===== config.mk =====
export PLATFORM = sky130hd
export DESIGN_NAME = dual_stepper_revolution_sequencer
export DESIGN_NICKNAME = d
export VERILOG_FILES = /design/src/rtl/dss_pkg.sv /design/src/rtl/dss_motor.sv /design/src/rtl/dual_stepper_revolution_sequencer.sv
export SDC_FILE = /design/constraint.sdc
export NUM_CORES = 1
export LEC_CHECK = 0
export ABC_AREA = 1
export CAP_MARGIN = 0
export CORE_MARGIN = 2
export CORE_UTILIZATION = 40
export DETAILED_ROUTE_END_ITERATION = 8
export DONT_BUFFER_PORTS = 1
export GPL_ROUTABILITY_DRIVEN = 0
export PLACE_DENSITY = 0.59
export SLEW_MARGIN = 20
export SYNTH_ARGS = -nofsm -noshare
export SYNTH_HDL_FRONTEND = slang
export SYNTH_HIERARCHICAL = 1
export SYNTH_SLANG_ARGS = --single-unit

===== constraint.sdc =====
create_clock -name clk_i -period 4.2 [get_ports clk_i]
set_clock_uncertainty 0.15 [all_clocks]
set_input_delay 0.21 -clock clk_i [delete_from_list [all_inputs] [get_ports clk_i]]
set_output_delay 0.21 -clock clk_i [all_outputs]
set_load 0.02 [all_outputs]

===== src/rtl/dss_pkg.sv =====
// Package: shared types, codes and the coil pattern table for the dual stepper sequencer.
`timescale 1ns / 1ps
`default_nettype none

package dss_pkg;

  // Default step count for one revolution
  localparam int unsigned STEPS_PER_REV_DEF = 200;

  // Command codes
  localparam logic [1:0] CMD_TICK = 2'd0;
  localparam logic [1:0] CMD_LOAD = 2'd1;
  localparam logic [1:0] CMD_STOP = 2'd2;

  // Load mode codes
  localparam logic [3:0] LOAD_FIRST_FWD  = 4'd1;
  localparam logic [3:0] LOAD_FIRST_REV  = 4'd2;
  localparam logic [3:0] LOAD_SECOND_FWD = 4'd3;
  localparam logic [3:0] LOAD_SECOND_REV = 4'd4;
  localparam logic [3:0] LOAD_BRAKE_BOTH = 4'd9;

  // Index values after reset or stop
  localparam logic [2:0] FWD_IDX_INIT = 3'd7;
  localparam logic [2:0] REV_IDX_INIT = 3'd4;
  localparam logic [2:0] IDX_LAST     = 3'd3;
  localparam logic [3:0] COILS_ALL_ON = 4'hF;

  // Motor mode
  typedef enum logic [1:0] {
    MODE_COAST = 2'd0,
    MODE_FWD   = 2'd1,
    MODE_REV   = 2'd2,
    MODE_BRAKE = 2'd3
  } mode_e;

  // Input transaction
  typedef struct packed {
    logic [1:0] command;
    logic [3:0] mode_code;
    logic [3:0] target_tens;
    logic [3:0] target_units;
  } dss_in_t;

  // Result transaction
  typedef struct packed {
    logic [3:0] first_coils;
    logic       first_driven;
    logic [3:0] second_coils;
    logic       second_driven;
    logic [1:0] first_mode;
    logic [1:0] second_mode;
    logic       red_indicator;
    logic       stopped_now;
    logic [7:0] first_revs;
    logic [7:0] second_revs;
  } dss_out_t;

  // Per-motor control for one transaction
  typedef struct packed {
    logic       en;
    logic       tick;
    logic       load;
    mode_e      load_mode;
    logic [7:0] load_target;
    logic       halt;
  } motor_ctrl_t;

  // Per-motor state after the transaction, as reported
  typedef struct packed {
    logic [3:0] coils;
    logic       driven;
    mode_e      mode;
    logic [7:0] revs;
  } motor_view_t;

  // Per-motor status toward the top level
  typedef struct packed {
    logic rev_done;
    logic target_hit;
  } motor_stat_t;

  // Full-step coil pattern
  function automatic logic [3:0] coil_pattern(input logic [1:0] idx);
    logic [3:0] pat;
    case (idx)
      2'd0:    pat = 4'b0101;
      2'd1:    pat = 4'b0110;
      2'd2:    pat = 4'b1010;
      default: pat = 4'b1001;
    endcase
    return pat;
  endfunction

endpackage

`default_nettype wire


===== src/rtl/dss_motor.sv =====
// Motor channel: mode, target, phase indices, step and revolution counters, coil latch.
`timescale 1ns / 1ps
`default_nettype none

module dss_motor
  import dss_pkg::*;
#(
  parameter int unsigned StepsPerRev = STEPS_PER_REV_DEF
) (
  input  wire          clk_i,
  input  wire          rst_ni,
  input  motor_ctrl_t  ctrl_i,
  output motor_view_t  view_o,
  output motor_stat_t  stat_o
);

  localparam logic [7:0] StepsLast = 8'(StepsPerRev);

  mode_e      mode_q, mode_d;
  logic [7:0] target_q, target_d;
  logic [2:0] fwd_idx_q, fwd_idx_d;
  logic [2:0] rev_idx_q, rev_idx_d;
  logic [7:0] steps_q, steps_d;
  logic [7:0] revs_q, revs_d;
  logic [3:0] coils_q, coils_d;
  logic       driven;

  // Step advance for a tick
  logic [2:0] fwd_adv, rev_adv, fwd_inc;
  logic       step_inc, moving;
  logic [7:0] steps_adv, revs_adv;
  logic [3:0] coils_adv;
  logic       rev_done;

  always_comb begin
    fwd_inc   = (fwd_idx_q == FWD_IDX_INIT) ? 3'd0 : fwd_idx_q + 3'd1;
    fwd_adv   = fwd_idx_q;
    rev_adv   = rev_idx_q;
    step_inc  = 1'b0;
    moving    = 1'b0;
    coils_adv = coils_q;
    case (mode_q)
      MODE_FWD: begin
        moving = 1'b1;
        if (fwd_inc > IDX_LAST) begin
          fwd_adv  = 3'd0;
          step_inc = 1'b1;
        end else begin
          fwd_adv = fwd_inc;
        end
        coils_adv = coil_pattern(fwd_adv[1:0]);
      end
      MODE_REV: begin
        moving = 1'b1;
        if (rev_idx_q == 3'd0) begin
          rev_adv  = IDX_LAST;
          step_inc = 1'b1;
        end else begin
          rev_adv = rev_idx_q - 3'd1;
        end
        coils_adv = coil_pattern(rev_adv[1:0]);
      end
      default: ;
    endcase
    steps_adv = steps_q + {7'd0, step_inc};
    rev_done  = ctrl_i.tick && (steps_adv == StepsLast);
    revs_adv  = revs_q + 8'd1;
  end

  assign stat_o.rev_done   = rev_done;
  assign stat_o.target_hit = rev_done && (revs_adv == target_q);

  // Next state: stop wins over load and tick
  always_comb begin
    mode_d    = mode_q;
    target_d  = target_q;
    fwd_idx_d = fwd_idx_q;
    rev_idx_d = rev_idx_q;
    steps_d   = steps_q;
    revs_d    = revs_q;
    coils_d   = coils_q;
    driven    = 1'b0;
    if (ctrl_i.halt) begin
      mode_d    = MODE_BRAKE;
      target_d  = 8'd0;
      fwd_idx_d = FWD_IDX_INIT;
      rev_idx_d = REV_IDX_INIT;
      steps_d   = 8'd0;
      revs_d    = 8'd0;
      coils_d   = COILS_ALL_ON;
      driven    = 1'b1;
    end else if (ctrl_i.load) begin
      mode_d   = ctrl_i.load_mode;
      target_d = ctrl_i.load_target;
    end else if (ctrl_i.tick) begin
      fwd_idx_d = fwd_adv;
      rev_idx_d = rev_adv;
      coils_d   = coils_adv;
      driven    = moving;
      if (rev_done) begin
        steps_d = 8'd0;
        revs_d  = revs_adv;
      end else begin
        steps_d = steps_adv;
      end
    end
  end

  assign view_o.coils  = coils_d;
  assign view_o.driven = driven;
  assign view_o.mode   = mode_d;
  assign view_o.revs   = revs_d;

  // State registers
  always_ff @(posedge clk_i or negedge rst_ni) begin
    if (!rst_ni) begin
      mode_q    <= MODE_COAST;
      target_q  <= 8'd0;
      fwd_idx_q <= FWD_IDX_INIT;
      rev_idx_q <= REV_IDX_INIT;
      steps_q   <= 8'd0;
      revs_q    <= 8'd0;
      coils_q   <= 4'd0;
    end else if (ctrl_i.en) begin
      mode_q    <= mode_d;
      target_q  <= target_d;
      fwd_idx_q <= fwd_idx_d;
      rev_idx_q <= rev_idx_d;
      steps_q   <= steps_d;
      revs_q    <= revs_d;
      coils_q   <= coils_d;
    end
  end

endmodule

`default_nettype wire


===== src/rtl/dual_stepper_revolution_sequencer.sv =====
// Top level: input register, command decode, two motor channels and result register.
//
//   channel | direction | handshake                  | payload
//   in      | sink      | in_valid_i / in_ready_o    | in_data_i  (dss_in_t)
//   out     | source    | out_valid_o / out_ready_i  | out_data_o (dss_out_t)
//
// One transaction per cycle sustained while the output is not stalled; the result passes
// through the input register, then the motor state update and the result register.
// The motor counters update in the same cycle the result register loads.
// Reset clears all motor state to coast with the phase indices at their start values.
// A stalled output holds one result; the input register can still take one more.
`timescale 1ns / 1ps
`default_nettype none

module dual_stepper_revolution_sequencer
  import dss_pkg::*;
#(
  parameter int unsigned StepsPerRev = STEPS_PER_REV_DEF
) (
  input  wire      clk_i,
  input  wire      rst_ni,
  input  wire      in_valid_i,
  output logic     in_ready_o,
  input  dss_in_t  in_data_i,
  output logic     out_valid_o,
  input  wire      out_ready_i,
  output dss_out_t out_data_o
);

  // Input register
  dss_in_t in_q;
  logic    in_valid_q;
  logic    fire;

  assign fire       = in_valid_q && (!out_valid_o || out_ready_i);
  assign in_ready_o = !in_valid_q || fire;

  always_ff @(posedge clk_i or negedge rst_ni) begin
    if (!rst_ni) begin
      in_valid_q <= 1'b0;
    end else if (in_ready_o) begin
      in_valid_q <= in_valid_i;
    end
  end

  always_ff @(posedge clk_i) begin
    if (in_valid_i && in_ready_o) begin
      in_q <= in_data_i;
    end
  end

  // Command decode
  logic       is_tick, is_load, is_stop;
  logic [7:0] load_target;
  mode_e      first_load_mode, second_load_mode;
  logic [7:0] first_load_tgt, second_load_tgt;

  assign is_tick     = (in_q.command == CMD_TICK);
  assign is_load     = (in_q.command == CMD_LOAD);
  assign is_stop     = (in_q.command == CMD_STOP);
  assign load_target = (8'(in_q.target_tens) << 3) + (8'(in_q.target_tens) << 1)
                       + 8'(in_q.target_units);

  always_comb begin
    first_load_mode  = MODE_COAST;
    second_load_mode = MODE_COAST;
    first_load_tgt   = 8'd0;
    second_load_tgt  = 8'd0;
    unique case (in_q.mode_code)
      LOAD_FIRST_FWD: begin
        first_load_mode = MODE_FWD;
        first_load_tgt  = load_target;
      end
      LOAD_FIRST_REV: begin
        first_load_mode = MODE_REV;
        first_load_tgt  = load_target;
      end
      LOAD_SECOND_FWD: begin
        second_load_mode = MODE_FWD;
        second_load_tgt  = load_target;
      end
      LOAD_SECOND_REV: begin
        second_load_mode = MODE_REV;
        second_load_tgt  = load_target;
      end
      LOAD_BRAKE_BOTH: begin
        first_load_mode  = MODE_BRAKE;
        second_load_mode = MODE_BRAKE;
      end
      default: ;
    endcase
  end

  // Motor channels
  motor_ctrl_t first_ctrl, second_ctrl;
  motor_view_t first_view, second_view;
  motor_stat_t first_stat, second_stat;
  logic        halt;

  // Either motor reaching its target stops both
  assign halt = is_stop || first_stat.target_hit || second_stat.target_hit;

  always_comb begin
    first_ctrl.en           = fire;
    first_ctrl.tick         = is_tick;
    first_ctrl.load         = is_load;
    first_ctrl.load_mode    = first_load_mode;
    first_ctrl.load_target  = first_load_tgt;
    first_ctrl.halt         = halt;
    second_ctrl.en          = fire;
    second_ctrl.tick        = is_tick;
    second_ctrl.load        = is_load;
    second_ctrl.load_mode   = second_load_mode;
    second_ctrl.load_target = second_load_tgt;
    second_ctrl.halt        = halt;
  end

  dss_motor #(
    .StepsPerRev(StepsPerRev)
  ) u_first (
    .clk_i  (clk_i),
    .rst_ni (rst_ni),
    .ctrl_i (first_ctrl),
    .view_o (first_view),
    .stat_o (first_stat)
  );

  dss_motor #(
    .StepsPerRev(StepsPerRev)
  ) u_second (
    .clk_i  (clk_i),
    .rst_ni (rst_ni),
    .ctrl_i (second_ctrl),
    .view_o (second_view),
    .stat_o (second_stat)
  );

  // Red indicator: toggles per revolution, cleared on stop
  logic red_q, red_d;

  assign red_d = halt ? 1'b0 : (red_q ^ first_stat.rev_done ^ second_stat.rev_done);

  always_ff @(posedge clk_i or negedge rst_ni) begin
    if (!rst_ni) begin
      red_q <= 1'b0;
    end else if (fire) begin
      red_q <= red_d;
    end
  end

  // Result register
  dss_out_t out_d;

  always_comb begin
    out_d.first_coils   = first_view.coils;
    out_d.first_driven  = first_view.driven;
    out_d.second_coils  = second_view.coils;
    out_d.second_driven = second_view.driven;
    out_d.first_mode    = first_view.mode;
    out_d.second_mode   = second_view.mode;
    out_d.red_indicator = red_d;
    out_d.stopped_now   = halt;
    out_d.first_revs    = first_view.revs;
    out_d.second_revs   = second_view.revs;
  end

  always_ff @(posedge clk_i or negedge rst_ni) begin
    if (!rst_ni) begin
      out_valid_o <= 1'b0;
    end else if (fire) begin
      out_valid_o <= 1'b1;
    end else if (out_ready_i) begin
      out_valid_o <= 1'b0;
    end
  end

  always_ff @(posedge clk_i) begin
    if (fire) begin
      out_data_o <= out_d;
    end
  end

endmodule

`default_nettype wire

==> summary.md <==
For this run, the number of Yosys warnings is 6. The region available for standard cell placement spans 0.0171 sq mm. Row count: 48.

Once routing completed, OpenROAD measured the worst setup slack at 0.227 ns. Final hold slack: 0.197 ns. The number of antenna violations at the first check in global routing is 1, and the synthesis-stage register bit count is 121. In the global route stage, overall resource usage came out at 17.4%. Using the TritonRoute via totals, the vias-per-cell ratio works out to 5.01. The tools report the static leakage power as 3.73 nW. The number of clock buffers added by TritonCTS is 17. The final critical path takes up 94.6% of the cycle.

The average wire per cell in the routed design is 14.1 microns. The tools report the via total after detailed routing as 5355. The via count of the first global-routing pass is 5029, and the utilization of the core after routing is 47.2%.

For the CTS H-tree depth, the log shows 4. From synthesis to final layout, the design area changed by 16.6%. Clock-pin slew was measured on the worst setup and hold paths at 0.05 ns.

In this run the tool buffered the top-level ports with 0 buffer cells. The worst path required time came out at 4.39 ns. The critical path is of the reg2reg type. The finished cells cover 0.00805 sq mm. The post-route netlist has 14.8% of its cells at a drive strength greater than 1. Before antenna repair, the detailed router went through 5 iterations. The logs give 795 for the count of mapped cells out of synthesis and 15.0 mm for the total routed wirelength. The number of placed I/O pins is 52, and the initial standard-cell utilization of the core is 40.5%.

IR analysis of the VDD net gives a maximum drop of 0.000278 V. The run finished with clean final reports. On the worst path, the slowest cell contributes a delay of 0.37 ns.

The library cells used most frequently in the layout, excluding fill and tap cells, are 181 x nand2_1, 112 x inv_1, 67 x dfrtp_1. Setup repair after global routing could not meet its margin everywhere. The sequential cells in the finished layout cover a total of 0.00327 sq mm.

Setup violations remaining at the end of the flow were counted as 0. The endpoint identified for the worst register-to-register timing path is u_second/rev_idx_q[2]. The tools report the achievable frequency as 252 MHz. STA classifies the critical path startpoint as a register.

The number of unique standard cell types used by synthesis is 49, and the total of max-cap violations is 0. For this design, the sink count on the clock tree is 121. The die area was 0.0183 sq mm; the number of nets in the layout was 877. The max-slew violation count is 0, and the pin count of the biggest net entering global routing is 76.

The number of DRC violations after detailed-routing iteration 0 came out at 402. Along the worst path, the maximum fanout reaches 7. The number of enable flip-flop cells after synthesis was 46; the synthesized netlist net count was 842.

The fraction of registers with async set/reset came out at 62.0%. Source of the worst register-to-register timing path: u_second/fwd_idx_q[0]. Summing internal, switching and leakage power gives 0.00387 W.

The run gives 0.00690 sq mm as the synthesized cell area. The pre-CTS setup slack is -0.0199 ns, and the height of the die is 135 microns. The library cell used most frequently in the layout, excluding fill and tap cells, is nand2_1. The logs give 0 for the number of failing hold endpoints at the final stage and 0.00719 sq mm for the standard cell area after detailed placement. The per-instance average area after synthesis is 8.68 sq um. At the later pin of the worst-skew pair, clock insertion delay measures 0.42 ns. For the pin with the worst max-slew slack, the measured transition is 0.641 ns. TritonCTS built the clock tree.

The slowest stage of the critical path is the dfstp_2 cell. The share of the Yosys chip area taken by registers is 47.4%. The global-route wire length before repair was 25.0 mm. In the synthesized netlist the dominant register cell turns out to be dfrtp_1. The worst path in the final design needs a cycle of 3.97 ns, including I/O delays and setup.

Global routing finished with a remaining overflow of 0. Data on the critical path arrives at its endpoint at 4.16 ns. No sink is reached through more buffers than the 2 on the longest clock path. For this run, design rule violations remaining after detail routing come to 0. The multi-input combinational cells in the finished layout cover a total of 0.00311 sq mm. The die span in x works out to 135 microns.

Detailed placement finished with a half-perimeter wire length of 10.6 mm. The classification of the worst-slack hold path was in2async. The worst setup path is captured at a register. Clock tree synthesis selected as its root buffer the cell clkbuf_16. The worst pin sits at a relative slew slack of 57.3%. The areal power density over the cells was 481 mW/mm^2. Counting the fill cells in the layout gives 1675.

The tools report the setup slack on the worst flop-to-flop path as 0.23 ns. The remaining number of nets flagged by the antenna check after routing is 0, and the worst-case reg-to-reg path depth is 27.
## sequential cells by signal (all words and copies together), names as in the netlist, 2 cells and up
register and count:
out_data_o 32, u_first/coils_q 4, u_second/target_q 8, u_first/target_q 8
u_second/fwd_idx_q 3, u_second/mode_q 2, u_second/steps_q 8, u_first/steps_q 8
u_second/coils_q 4, u_second/revs_q 8, u_first/fwd_idx_q 3, u_first/revs_q 8
u_second/rev_idx_q 3, u_first/rev_idx_q 3, in_q 14, u_first/mode_q 2
## synthesized netlist by cell type, types with 2 or more instances
cell | n | share of area (%)
a21oi_1 | 12 | 0.87
a21oi_2 | 2 | 0.25
a22o_1 | 3 | 0.38
a22oi_1 | 8 | 0.87
a32o_1 | 8 | 1.2
a32oi_1 | 2 | 0.25
and3_1 | 15 | 1.4
buf_2 | 6 | 0.44
buf_4 | 5 | 0.54
clkbuf_1 | 7 | 0.38
clkinv_1 | 2 | 0.11
dfrtp_1 | 67 | 24
dfstp_2 | 8 | 3.0
edfxtp_1 | 46 | 20
fa_1 | 2 | 0.58
ha_1 | 27 | 4.9
inv_1 | 114 | 6.2
inv_2 | 6 | 0.33
nand2_1 | 181 | 9.8
nand2_2 | 14 | 1.3
nand2_4 | 6 | 0.98
nand3_1 | 44 | 3.2
nand3_2 | 2 | 0.29
nand3_4 | 2 | 0.51
nand3b_1 | 2 | 0.22
nand4_1 | 38 | 3.4
nand4_2 | 2 | 0.36
nor2_1 | 56 | 3.0
nor2_2 | 8 | 0.73
nor2_4 | 3 | 0.49
nor2_8 | 3 | 0.87
nor3_1 | 7 | 0.51
o211ai_1 | 3 | 0.33
o21ai_0 | 40 | 2.9
o21ai_1 | 2 | 0.15
o22ai_1 | 9 | 0.82
or2_2 | 5 | 0.45
xnor2_1 | 4 | 0.51
xor2_1 | 14 | 1.8
## worst max-delay path by stage
stage                          startpoint               endpoint  depth (start not counted)
floorplan           u_second/fwd_idx_q[0]   u_first/rev_idx_q[2]                         28
global placement    u_second/fwd_idx_q[0]   u_first/rev_idx_q[2]                         27
detailed placement  u_second/fwd_idx_q[0]   u_first/rev_idx_q[2]                         27
CTS                 u_second/fwd_idx_q[0]     u_first/steps_q[7]                         27
global route        u_second/fwd_idx_q[0]    u_second/coils_q[2]                         28
finish              u_second/fwd_idx_q[0]  u_second/rev_idx_q[2]                         27
## kinds of logic after synthesis
group	synth area share [%]
AND/OR/NAND/NOR	28.0
buffers and inverters	8.21
flip-flops	47.4
AO/OA/AOI/OAI	8.69
adder cells (fa/ha/maj)	5.48
XOR/XNOR	2.28
## critical path, delay by kind of cell (launching register included)
family                     cells  cell delay, ns
AOI/OAI and AO/OA              5            0.82
DFF                            1            0.37
and+or+nand+nor               12            1.00
buffers and inverters          6            0.54
adders and majority gates      4            0.99
## area by class of cell
type	instances	area share (%)
Sequential cell	121	40.6
Multi-Input combinational cell	532	38.6
Clock buffer	24	6.25
Inverter	122	5.72
Timing Repair Buffer	36	4.14
Tap cell	225	3.50
Clock inverter	8	1.12
Antenna cell	1	0.0311
## power by group
part           internal [W]  switching (W)  leakage [nW]
Sequential          0.00145       0.000141          1.42
Clock              0.000948       0.000510         0.299
Combinational      0.000285       0.000529          2.01
Total               0.00269        0.00118          3.73
## layer usage
metal	global-route usage, %	vias up	share of wire, %
met2	26.7	100	46
li1	-	2724	-
met1	24.1	2510	49
met4	6.83	0	1.9
met5	0	-	0
met3	3.85	21	3.4
## timing repair
action / 4_1_cts / 5_1_grt
endpoints found under the setup margin: 1 / 64
gates resized for setup: 1 / 12
endpoints found under the hold margin: 91 / 0
hold buffers: 18 / 0
buffers inserted: 0 / 4
pin swaps: 0 / 3
## stage by stage
step | setup TNS [ns] | cells
floorplan | 0 | 795
global placement | 0 | 1014
detailed placement | -0.0199 | 1014
CTS | 0 | 1064
global route | -0.0976 | 1069
finish | 0 | 1069
Note: power is estimated with default switching activity, not from simulation.
